### src/design/cma_pkg.sv
`timescale 1ns / 1ps
package cma_pkg;

  localparam int MAX_RADIUS   = 15;
  localparam int RADIUS_W     = 4;
  localparam int SAMPLE_W     = 8;
  localparam int CNT_W        = 5;   // window count, up to 2*MAX_RADIUS+1
  localparam int SUM_W        = 13;  // up to 31 * 255
  localparam int ADDR_W       = 5;
  localparam int RAM_DEPTH    = 32;  // circular store, one spare entry
  localparam int DIV_STEPS    = 8;   // one quotient bit per cycle
  localparam int DIV_CNT_W    = 4;
  localparam logic [RADIUS_W-1:0] RADIUS_RESET = 4'd1;

  typedef enum logic [2:0] {
    S_IDLE,
    S_SHIFT,
    S_DECIDE,
    S_FL_CHECK,
    S_FL_SUB,
    S_DIV
  } state_t;

  // controller -> datapath
  typedef struct packed {
    logic accept;     // capture the input beat
    logic rd_flush;   // read address for flush trimming instead of oldest sample
    logic shift;      // write sample, update sum and count
    logic decide;     // set up divisor and flush distance
    logic fl_sub;     // drop one trailing sample during flush
    logic div_start;
    logic out_load;
    logic d_dec;
    logic clr;        // end of record
  } cmd_t;

  // datapath -> controller
  typedef struct packed {
    logic last;
    logic emit_ok;
    logic cur_gt_want;
    logic div_done;
    logic out_free;
    logic d_zero;
  } status_t;

  function automatic logic [RADIUS_W-1:0] eff_radius(input logic [RADIUS_W-1:0] r);
    if (int'(r) > MAX_RADIUS) begin
      return RADIUS_W'(MAX_RADIUS);
    end
    return r;
  endfunction

endpackage

### src/design/cma_ram.sv
`timescale 1ns / 1ps
module cma_ram #(
  parameter int WIDTH = 8,
  parameter int DEPTH = 32
) (
  input  logic                     clk,
  input  logic                     we,
  input  logic [$clog2(DEPTH)-1:0] waddr,
  input  logic [WIDTH-1:0]         wdata,
  input  logic [$clog2(DEPTH)-1:0] raddr,
  output logic [WIDTH-1:0]         rdata
);

  logic [WIDTH-1:0] mem [DEPTH];

  always_ff @(posedge clk) begin
    if (we) begin
      mem[waddr] <= wdata;
    end
    rdata <= mem[raddr];
  end

endmodule

### src/design/cma_ctrl.sv
`timescale 1ns / 1ps
module cma_ctrl (
  input  logic             clk,
  input  logic             rst,
  input  logic             in_valid,
  output logic             in_ready,
  input  cma_pkg::status_t sts,
  output cma_pkg::cmd_t    cmd
);
  import cma_pkg::*;

  state_t state, state_next;

  always_ff @(posedge clk) begin
    if (rst) begin
      state <= S_IDLE;
    end else begin
      state <= state_next;
    end
  end

  always_comb begin
    state_next = state;
    cmd        = '0;
    in_ready   = 1'b0;
    unique case (state)
      S_IDLE: begin
        in_ready = 1'b1;
        if (in_valid) begin
          cmd.accept = 1'b1;
          state_next = S_SHIFT;
        end
      end
      S_SHIFT: begin
        cmd.shift  = 1'b1;
        state_next = S_DECIDE;
      end
      S_DECIDE: begin
        cmd.decide = 1'b1;
        if (sts.last) begin
          state_next = S_FL_CHECK;
        end else if (sts.emit_ok) begin
          cmd.div_start = 1'b1;
          state_next    = S_DIV;
        end else begin
          state_next = S_IDLE;
        end
      end
      S_FL_CHECK: begin
        cmd.rd_flush = 1'b1;
        if (sts.cur_gt_want) begin
          state_next = S_FL_SUB;
        end else begin
          cmd.div_start = 1'b1;
          state_next    = S_DIV;
        end
      end
      S_FL_SUB: begin
        cmd.fl_sub = 1'b1;
        state_next = S_FL_CHECK;
      end
      S_DIV: begin
        if (sts.div_done && sts.out_free) begin
          cmd.out_load = 1'b1;
          if (!sts.last) begin
            state_next = S_IDLE;
          end else if (sts.d_zero) begin
            cmd.clr    = 1'b1;
            state_next = S_IDLE;
          end else begin
            cmd.d_dec  = 1'b1;
            state_next = S_FL_CHECK;
          end
        end
      end
      default: state_next = S_IDLE;
    endcase
  end

endmodule

### src/design/cma_dp.sv
`timescale 1ns / 1ps
module cma_dp (
  input  logic                           clk,
  input  logic                           rst,
  input  logic [cma_pkg::SAMPLE_W-1:0]   sample,
  input  logic                           last,
  input  logic                           cfg_valid,
  input  logic [cma_pkg::RADIUS_W-1:0]   cfg_data,
  input  logic                           out_ready,
  output logic                           out_valid,
  output logic [cma_pkg::SAMPLE_W-1:0]   mean,
  output logic                           last_res,
  input  cma_pkg::cmd_t                  cmd,
  output cma_pkg::status_t               sts
);
  import cma_pkg::*;

  logic [RADIUS_W-1:0]  radius;
  logic [SUM_W-1:0]     sum;
  logic [CNT_W-1:0]     seen;
  logic [CNT_W-1:0]     cur;
  logic [ADDR_W-1:0]    wp;
  logic [SAMPLE_W-1:0]  sample_q;
  logic                 last_q;
  logic [RADIUS_W-1:0]  d;
  logic [DIV_CNT_W-1:0] div_cnt;
  logic [CNT_W-1:0]     rem;
  logic [SAMPLE_W-1:0]  quot;

  logic [RADIUS_W-1:0]  r_eff;
  logic [CNT_W-1:0]     win;
  logic [CNT_W-1:0]     r_plus1;
  logic [CNT_W-1:0]     want_raw;
  logic [CNT_W-1:0]     want;
  logic [CNT_W-1:0]     seen_m1;
  logic [ADDR_W-1:0]    raddr;
  logic [SAMPLE_W-1:0]  rdata;
  logic [CNT_W:0]       trial;
  logic                 q_bit;

  assign r_eff    = eff_radius(radius);
  assign win      = {r_eff, 1'b1};
  assign r_plus1  = {1'b0, r_eff} + CNT_W'(1);
  assign want_raw = {1'b0, d} + r_plus1;
  assign want     = (want_raw > seen) ? seen : want_raw;
  assign seen_m1  = seen - CNT_W'(1);

  // oldest sample sits win back from the write pointer; flush trims store[cur-1]
  assign raddr = cmd.rd_flush ? (wp - cur) : (wp - win);

  cma_ram #(
    .WIDTH(SAMPLE_W),
    .DEPTH(RAM_DEPTH)
  ) u_store (
    .clk  (clk),
    .we   (cmd.shift),
    .waddr(wp),
    .wdata(sample_q),
    .raddr(raddr),
    .rdata(rdata)
  );

  // restoring divide step
  assign trial = {rem, quot[SAMPLE_W-1]};
  assign q_bit = (trial >= {1'b0, cur});

  always_ff @(posedge clk) begin
    if (rst) begin
      radius    <= RADIUS_RESET;
      sum       <= '0;
      seen      <= '0;
      wp        <= '0;
      div_cnt   <= '0;
      out_valid <= 1'b0;
    end else begin
      if (cmd.shift) begin
        wp <= wp + ADDR_W'(1);
        if (seen >= win) begin
          sum  <= sum - SUM_W'(rdata) + SUM_W'(sample_q);
          seen <= win;
        end else begin
          sum  <= sum + SUM_W'(sample_q);
          seen <= seen + CNT_W'(1);
        end
      end
      if (cmd.fl_sub) begin
        sum <= sum - SUM_W'(rdata);
      end
      if (cmd.clr) begin
        sum  <= '0;
        seen <= '0;
      end
      if (cfg_valid) begin
        radius <= cfg_data;
        sum    <= '0;
        seen   <= '0;
      end

      if (cmd.div_start) begin
        div_cnt <= DIV_CNT_W'(DIV_STEPS);
      end else if (div_cnt != '0) begin
        div_cnt <= div_cnt - DIV_CNT_W'(1);
      end

      if (cmd.out_load) begin
        out_valid <= 1'b1;
      end else if (out_ready) begin
        out_valid <= 1'b0;
      end
    end
  end

  always_ff @(posedge clk) begin
    if (cmd.accept) begin
      sample_q <= sample;
      last_q   <= last;
    end
    if (cmd.decide) begin
      cur <= seen;
      d   <= (seen_m1 > CNT_W'(r_eff)) ? r_eff : seen_m1[RADIUS_W-1:0];
    end
    if (cmd.fl_sub) begin
      cur <= cur - CNT_W'(1);
    end
    if (cmd.d_dec) begin
      d <= d - RADIUS_W'(1);
    end
    if (cmd.div_start) begin
      rem  <= sum[SUM_W-1:SAMPLE_W];
      quot <= sum[SAMPLE_W-1:0];
    end else if (div_cnt != '0) begin
      rem  <= q_bit ? CNT_W'(trial - {1'b0, cur}) : trial[CNT_W-1:0];
      quot <= {quot[SAMPLE_W-2:0], q_bit};
    end
    if (cmd.out_load) begin
      mean     <= quot;
      last_res <= last_q && (d == '0);
    end
  end

  assign sts.last        = last_q;
  assign sts.emit_ok     = (seen >= r_plus1);
  assign sts.cur_gt_want = (cur > want);
  assign sts.div_done    = (div_cnt == '0);
  assign sts.out_free    = !out_valid || out_ready;
  assign sts.d_zero      = (d == '0);

endmodule

### src/design/centered_moving_average_core.sv
`timescale 1ns / 1ps
// Centered moving average over records of unsigned 8-bit samples.
// Input stream (s_axis_*): one sample per beat, tlast marks the final
// sample of a record. Output stream (m_axis_*): one mean per result beat,
// tlast marks the final result of the record. Results lag the input by
// radius samples; the last input beat flushes the remaining results.
// Config channel (cfg_*): write radius (0..15) only while the block is
// idle; every write ends the current record without flushing it.
// Sequence: a sample that yields a result is shifted in, decide starts
// the divider (8 divide steps), and the result loads once the output
// register is free; only then is the next sample taken. One that yields
// none returns to idle after decide. On a flush each further result takes
// a check and the divider, plus check and subtract per trailing sample.
// Samples sit in a 32-entry circular RAM; the oldest sample is read back
// through its registered port to keep the running sum.
// Reset (rst, synchronous): radius returns to 1, the record is emptied
// and the output valid flag is cleared. No clearing pass is needed.
// Stalls: a result waits in the output register; the next sample is still
// accepted, and the core holds only when a new result is ready to load.
module centered_moving_average_core (
  input  logic       clk,
  input  logic       rst,
  // input stream
  input  logic       s_axis_tvalid,
  output logic       s_axis_tready,
  input  logic [7:0] s_axis_tdata,   // [7:0] sample
  input  logic       s_axis_tlast,   // last sample of record
  // result stream
  output logic       m_axis_tvalid,
  input  logic       m_axis_tready,
  output logic [7:0] m_axis_tdata,   // [7:0] mean
  output logic       m_axis_tlast,   // last result of record
  // radius register
  input  logic       cfg_valid,
  output logic       cfg_ready,
  input  logic [3:0] cfg_data
);
  import cma_pkg::*;

  cmd_t    cmd;
  status_t sts;

  // writes must come only while idle; the block does not enforce it, so accept them at once
  assign cfg_ready = 1'b1;

  cma_ctrl u_ctrl (
    .clk     (clk),
    .rst     (rst),
    .in_valid(s_axis_tvalid),
    .in_ready(s_axis_tready),
    .sts     (sts),
    .cmd     (cmd)
  );

  cma_dp u_dp (
    .clk      (clk),
    .rst      (rst),
    .sample   (s_axis_tdata),
    .last     (s_axis_tlast),
    .cfg_valid(cfg_valid),
    .cfg_data (cfg_data),
    .out_ready(m_axis_tready),
    .out_valid(m_axis_tvalid),
    .mean     (m_axis_tdata),
    .last_res (m_axis_tlast),
    .cmd      (cmd),
    .sts      (sts)
  );

endmodule

### config.mk
export PLATFORM = sky130hd
export DESIGN_NAME = centered_moving_average_core
export DESIGN_NICKNAME = d
export VERILOG_FILES = /design/src/design/cma_pkg.sv /design/src/design/cma_ram.sv /design/src/design/cma_ctrl.sv /design/src/design/cma_dp.sv /design/src/design/centered_moving_average_core.sv
export SDC_FILE = /design/constraint.sdc
export NUM_CORES = 1
export LEC_CHECK = 0
export ABC_AREA = 1
export BUFFER_PORTS_ARGS = -buffer_cell sky130_fd_sc_hd__buf_2
export CORE_MARGIN = 5
export CORE_UTILIZATION = 45
export DETAILED_ROUTE_END_ITERATION = 8
export GPL_ROUTABILITY_DRIVEN = 1
export SYNTH_ARGS = -nofsm -noshare
export SYNTH_HDL_FRONTEND = slang
export SYNTH_SLANG_ARGS = --single-unit
export TNS_END_PERCENT = 30
### constraint.sdc
create_clock -name clk -period 8.66 [get_ports clk]
set_clock_uncertainty 0.15 [all_clocks]
set_input_delay 0.866 -clock clk [delete_from_list [all_inputs] [get_ports clk]]
set_output_delay 0.866 -clock clk [all_outputs]
set_load 0.02 [all_outputs]
* Yosys cells after proc, flatten, opt, wreduce, memory -nomap -nowiden
Memories as Yosys holds them, arrays and structs flattened. A register that Yosys moved wholly into a read port is not among the register bits.
Index checks and enable logic that the tools add are counted.
** Storage, ports and cells
- Memories kept :: 1
- Word-level logic and storage cells :: 106
- Input port bits :: 18
- Bits in latches :: 0
- Memory bits (writable) :: 256
- Flip-flop bits (word level) :: 75
- Memory bits (read-only) :: 0
- Output and inout port bits :: 12
** Memory list
- u_dp.u_store.mem :: depth 32, width 8, read ports 1, clocked after Yosys merged registers in 1, wr ports 1, line cma_ram.sv:14 : logic [WIDTH-1:0] mem [DEPTH];
** Operators by class
- Muxes and demuxes :: 46
- Equality and inequality tests :: 7
- Reduce and logical (&&, ||, !) cells :: 16
- Bitwise operators :: 0
- Shift operators :: 0
- $add $sub $neg :: 14
- $lt $le $gt $ge :: 6
- Multipliers :: 0
- Divide/modulo/power cells :: 0
** Operators by type and width (number)
- 5-bit two-way mux :: 8
- 13-bit two-way mux :: 3
- 13-bit by 8-bit adder with 13-bit output :: 2
- 3-bit two-way mux :: 7
- 4-bit two-way mux :: 5
- 3-bit case mux with 6 select lines :: 1
- 1-bit two-way mux :: 17
- 8-bit two-way mux :: 2
- 5-bit subtractor :: 3
- 13-bit by 8-bit subtractor with 13-bit output :: 1
- 5-bit by 1-bit adder with 5-bit output (second input constant) :: 2
- 5-bit greater-or-equal comparator :: 2
- 5-bit > comparator :: 2
- 2-bit nonzero test :: 5
- 5-bit by 1-bit subtractor with 5-bit output (second input constant) :: 2
- 4-bit logical NOT :: 2
- 4-bit by 1-bit subtractor with 4-bit output (second input constant) :: 2
- 3-bit by 2-bit == test with 1-bit output (second input constant) :: 2
- 3-bit == test (second input constant) :: 2
- 6-bit by 5-bit greater-or-equal comparator with 1-bit output :: 1
- 4-bit by 1-bit adder with 5-bit output (second input constant) :: 1
- 4-bit by 5-bit adder with 5-bit output :: 1
- 5-bit by 4-bit > comparator with 1-bit output :: 1
- 2-bit two-way mux :: 2
- 12 further kinds :: 13

* Logic depth before layout (Yosys ltp)
- Depth in word-level cells :: 8
- Mapped depth :: 26
- Mapped depth without buffers :: 25

* Hierarchy
Synthesis repeated with hierarchy kept, for this count alone.
** Second synthesis, totals
- Cells, all modules :: 1669
- Area total of the unflattened synthesis :: 16465.8 µm²
** Modules (own cells, without submodules)
- cma_ram :: area each 10787.8 µm², cells an instance 922, times used 1
- cma_dp :: area each 5400.2 µm², cells an instance 695, times used 1
- cma_ctrl :: area each 266.5 µm², cells an instance 50, times used 1
- centered_moving_average_core :: area each 11.3 µm², cells an instance 2, times used 1

* Least setup slack after synthesis
OpenSTA, ideal clock, no wires.
- Path kind :: register to register
- Start point :: register u_dp.radius[0] (netlist: u_dp.r_eff[0])
- End point :: register u_dp.quot[0], enable pin
- Data arrival time :: 4.112 ns
- Data required time :: 8.154 ns
- Slack :: 4.043 ns
- Cell stages (with the launch flop) :: 24
- Path buffers :: 1
- Path through :: dfxtp_1 > ha_1 > inv_1 > fa_1 > o21ai_0 > a21oi_1 > xor2_1 > ha_1 > nand2_1 > o311ai_0 > nand2_1 > nand2_1 > o21ai_0 > ha_1 > inv_1 > o21bai_1 > a21oi_1 > nor2_1 > o22ai_1 > nand2_1 > nand2_1 > inv_2 > buf_2 > nand2_1
** On the way
- Longest elaborated chain between the ends :: 8
** RTL lines
- from (decl) :: line cma_dp.sv:18 : logic [RADIUS_W-1:0] radius;
- from (signal assigned) :: line cma_dp.sv:94 : radius <= cfg_data;
- 4-bit by 1-bit adder with 5-bit output (*) :: line cma_dp.sv:43 : assign r_plus1 = {1'b0, r_eff} + CNT_W'(1);
- 4-bit by 5-bit adder with 5-bit output :: line cma_dp.sv:44 : assign want_raw = {1'b0, d} + r_plus1;
- 5-bit > comparator :: line cma_dp.sv:45 : assign want = (want_raw > seen) ? seen : want_raw;
- 5-bit two-way mux :: line cma_dp.sv:45
- 5-bit > comparator :: line cma_dp.sv:143 : assign sts.cur_gt_want = (cur > want);
- 1-bit two-way mux :: line cma_ctrl.sv:51 : if (sts.cur_gt_want) begin
- 1-bit case mux with 2 select lines (*) :: line cma_ctrl.sv:26 : unique case (state)
- 2-bit nonzero test (no line) (*)
- to (signal assigned) :: line cma_dp.sv:130 : quot <= sum[SAMPLE_W-1:0];
- to (signal assigned) :: line cma_dp.sv:133 : quot <= {quot[SAMPLE_W-2:0], q_bit};
- to (decl) :: line cma_dp.sv:28 : logic [SAMPLE_W-1:0] quot;
Mark *: on every way between the ends. The rest lies on a longest branch, timed or not.
A chain may end at the register's enable or synchronous reset.

* Worst setup path after layout
- Start point :: register u_dp.radius[0] (netlist: u_dp.r_eff[0])
- End point :: register u_dp.rem[3], enable pin
** On the way
- Longest elaborated chain between the ends :: 8
** RTL lines
- 4-bit by 1-bit adder with 5-bit output (*) :: line cma_dp.sv:43
- 4-bit by 5-bit adder with 5-bit output :: line cma_dp.sv:44
- 5-bit > comparator :: line cma_dp.sv:45
- 5-bit two-way mux :: line cma_dp.sv:45
- 5-bit > comparator :: line cma_dp.sv:143
- 1-bit two-way mux :: line cma_ctrl.sv:51
- 1-bit case mux with 2 select lines (*) :: line cma_ctrl.sv:26
- 2-bit nonzero test (no line) (*)
- to (signal assigned) :: line cma_dp.sv:129 : rem <= sum[SUM_W-1:SAMPLE_W];
- to (signal assigned) :: line cma_dp.sv:132 : rem <= q_bit ? CNT_W'(trial - {1'b0, cur}) : trial[CNT_W-1:0];
- to (decl) :: line cma_dp.sv:27 : logic [CNT_W-1:0] rem;
Marks and branches as above.

==> impl_metrics.env <==
export IMPL_die_height_um=200
export IMPL_synthCells=1488
export IMPL_syn_cell_area_mm2=0.0162
export IMPL_finalSetupViolCount=0
export IMPL_syn_area_per_cell_um2=10.9
export IMPL_syn2layout_area_growth_pct=11.5
export IMPL_synthArstFlopShare=0
export IMPL_critPathLaunchType="flip-flop"
export IMPL_core_mm2=0.0355
export IMPL_start_util=0.455
export IMPL_worstPathCellList="ha_1, inv_1, fa_1, o21ai_0, a21oi_1, xor2_1, ha_1, nand2_1, o311ai_0, nand2_1, nand2_1, o21ai_0, ha_1, inv_1, o21bai_1, a21oi_1, nor2_1, o22ai_1, nand2_1, nand2_1, inv_2, nand2_1"
export IMPL_die_area_mm2=0.0398
export IMPL_path_max_fanout=21
export IMPL_die_x_um=200
export IMPL_clk_transition_reported_paths_ns=0.06
export IMPL_via_per_inst=5.51
export IMPL_drv_slew=0
export IMPL_synth_edf_count=296
export IMPL_placed_area_mm2=0.0167
export IMPL_grt_pass1_vias=10450
export IMPL_crit_path_top_delay_cell="o311ai_0"
export IMPL_ys_seq_area_frac=0.603
export IMPL_ys_ff_latch=339
export IMPL_cpMostUsedCell="nand2_1"
export IMPL_yosys_area_top_type_share=0.550
export IMPL_crit_buf_inv=3
export IMPL_routedWlPerCell_um=19.1
export IMPL_fin_crit_sh=0.617
export IMPL_antenna_left=0
export IMPL_track_usage=0.193
export IMPL_cp_end_kind="flip-flop"
export IMPL_h_tree_depth=2
export IMPL_final_area_mm2=0.0180
export IMPL_min_path_type="flip-flop to flip-flop"
export IMPL_irDropWorstVdd_uv=168
export IMPL_pin_count=30
export IMPL_synth_ff_type="edfxtp_1"
export IMPL_synthTopCellsByArea="edfxtp_1, nor2_1, dfxtp_1"
export IMPL_nNetsFinal=1598
export IMPL_diodes=0
export IMPL_overflow=0
export IMPL_drive_gt1_frac=0.122
export IMPL_required_ns=8.68
export IMPL_cts_sinks=339
export IMPL_cts_root_buf="clkbuf_16"
export IMPL_setup_tns_ns=0
export IMPL_finalHoldViolCount=0
export IMPL_synth_distinct_cells=46
export IMPL_antenna_found_initial=0
export IMPL_vias=11016
export IMPL_timing_final_crit_period_ns=5.34
export IMPL_drt_total_wl_um=38200
export IMPL_clk_latency_ns=0.54
export IMPL_pwr_density_cell_mw_per_mm2=277
export IMPL_cts_tree="done"
export IMPL_cts_setup_buffers=0
export IMPL_clockBufferDepth=3
export IMPL_synthesis_nets=1574
export IMPL_post_cts_resized=0
export IMPL_synth_top_cell_by_area="edfxtp_1"
export IMPL_grt_pass1_wl_um=59600
export IMPL_place_congestion=0.864
export IMPL_critPathTopFamily="adder cells"
export IMPL_cts_buffers=37
export IMPL_grt_setup_unrepaired="false"
export IMPL_dp_hpwl_um=24100
export IMPL_worst_slew_pin_slew_ns=1.05
export IMPL_rows=69
export IMPL_cellLeakagePower_nw=6.74
export IMPL_relSlewSlack=0.300
export IMPL_arrival_ns=5.36
export IMPL_cap_violations=0
export IMPL_grt_max_degree=99
export IMPL_dr_pass1_iters=5
export IMPL_yosysWarningCount=0
export IMPL_yosysMostFrequentCell="edfxtp_1"
export IMPL_drc_errors=0
export IMPL_place_port_buffers=28
export IMPL_critPathKind="flip-flop to flip-flop"
export IMPL_hold_buffers=0
export IMPL_max_stage_delay_ns=0.50
export IMPL_maxClockFrequency_mhz=187
export IMPL_synth_commonest_cells="edfxtp_1, nor2_1, nand2_1"
export IMPL_status="completed"
export IMPL_dr_first_iter_drc_count=975
## cell usage in the layout, fill, tap and decap left out, types with 8 or more instances in the layout
| master | Yosys | layout |
|---|---|---|
| bufinv_16 | 0 | 8 |
| clkbuf_16 | 0 | 38 |
| nand2_1 | 211 | 211 |
| a21oi_1 | 49 | 49 |
| inv_2 | 22 | 21 |
| o21ai_0 | 111 | 111 |
| o32ai_1 | 64 | 64 |
| nor2_1 | 254 | 254 |
| xor2_1 | 22 | 22 |
| mux2_2 | 48 | 48 |
| buf_2 | 17 | 28 |
| inv_1 | 101 | 101 |
| o21ai_1 | 11 | 11 |
| nand3_1 | 51 | 51 |
| ha_1 | 63 | 62 |
| buf_4 | 1 | 16 |
| o211ai_1 | 11 | 11 |
| edfxtp_1 | 296 | 296 |
| xnor2_1 | 9 | 8 |
| dfxtp_1 | 43 | 43 |
## per-stage QoR
stage	hold slack, ns	total power [W]	instances	utilization	setup WS [ns]
after global placement	0.299	0.00329	1934	0.470	3.47
after floorplan	0.277	0.00297	1488	-	4.04
final	0.306	0.00500	2000	0.508	3.32
after detailed placement	0.296	0.00331	1934	0.470	3.29
after global routing	0.316	0.00525	2000	0.508	2.74
after CTS	0.309	0.00502	2000	0.508	3.28
## worst paths after layout
path                               startpoint            to  slack, ns  cells past startpoint
worst min register to register   u_dp.quot[0]  u_dp.mean[0]       0.31                      0
worst max-delay path            u_dp.r_eff[0]   u_dp.rem[3]       3.32                     22
worst min-delay path             u_dp.quot[0]  u_dp.mean[0]       0.31                      0
worst max register to register  u_dp.r_eff[0]   u_dp.rem[3]       3.32                     22
## power breakdown
part / internal [W] / switching (W)
clock network: 0.00106 / 0.000655
logic: 0.000482 / 0.000830
registers: 0.00192 / 0.0000566
## registers in the layout, summed over array words and instances, names as in the netlist, 5 cells and up
| signal | flops |
|---|---|
| u_dp.u_store.mem | 256 |
| u_dp.sum | 13 |
| u_dp.mean | 8 |
| u_dp.quot | 8 |
| u_dp.sample_q | 8 |
| u_dp.u_store.rdata | 8 |
| u_dp.cur | 5 |
| u_dp.rem | 5 |
| u_dp.seen | 5 |
| u_dp.wp | 5 |
## area by class of cell
class                           instances  area, um^2
Multi-Input combinational cell        966        5640
Clock inverter                         22         340
Fill cell                            3068       17500
Sequential cell                       339        9750
Inverter                              124         468
Timing Repair Buffer                   44         260
Tap cell                              461         577
Clock buffer                           44         983
## per-layer routing
layer  routed length (um)  up-vias  GRT usage  part of all wire
met2                17300      352      0.299              0.45
met5                    0        -          0                 0
met1                17800     5289      0.284              0.46
met4                  897        0     0.0576             0.023
met3                 2260       52     0.0288             0.059
li1                     -     5323          -                 -
## worst register-to-register path: stages, from the launching register on
cell and delay (ns):
dfxtp_1 0.37, ha_1 0.33, inv_1 0.08, fa_1 0.43, o21ai_0 0.18, a21oi_1 0.10, xor2_1 0.16, ha_1 0.30
nand2_1 0.08, o311ai_0 0.50, nand2_1 0.28, nand2_1 0.12, o21ai_0 0.10, ha_1 0.32, inv_1 0.06, o21bai_1 0.05
a21oi_1 0.14, nor2_1 0.05, o22ai_1 0.11, nand2_1 0.08, nand2_1 0.28, inv_2 0.24, nand2_1 0.47
## cells by family (layout without fill, tap and decap cells)
logic type / count (synthesis) / after routing / share of synthesized area
xor+xnor: 32 / 32 / 0.0178
fa+ha+maj: 68 / 68 / 0.0550
flops: 339 / 339 / 0.603
buf+inv: 183 / 234 / 0.0506
mux: 48 / 48 / 0.0334
simple gates: 542 / 542 / 0.134
compound gates: 275 / 275 / 0.106
other cells: 1 / 1 / 0.000232
No activity file was read; power rests on OpenSTA's default activity.
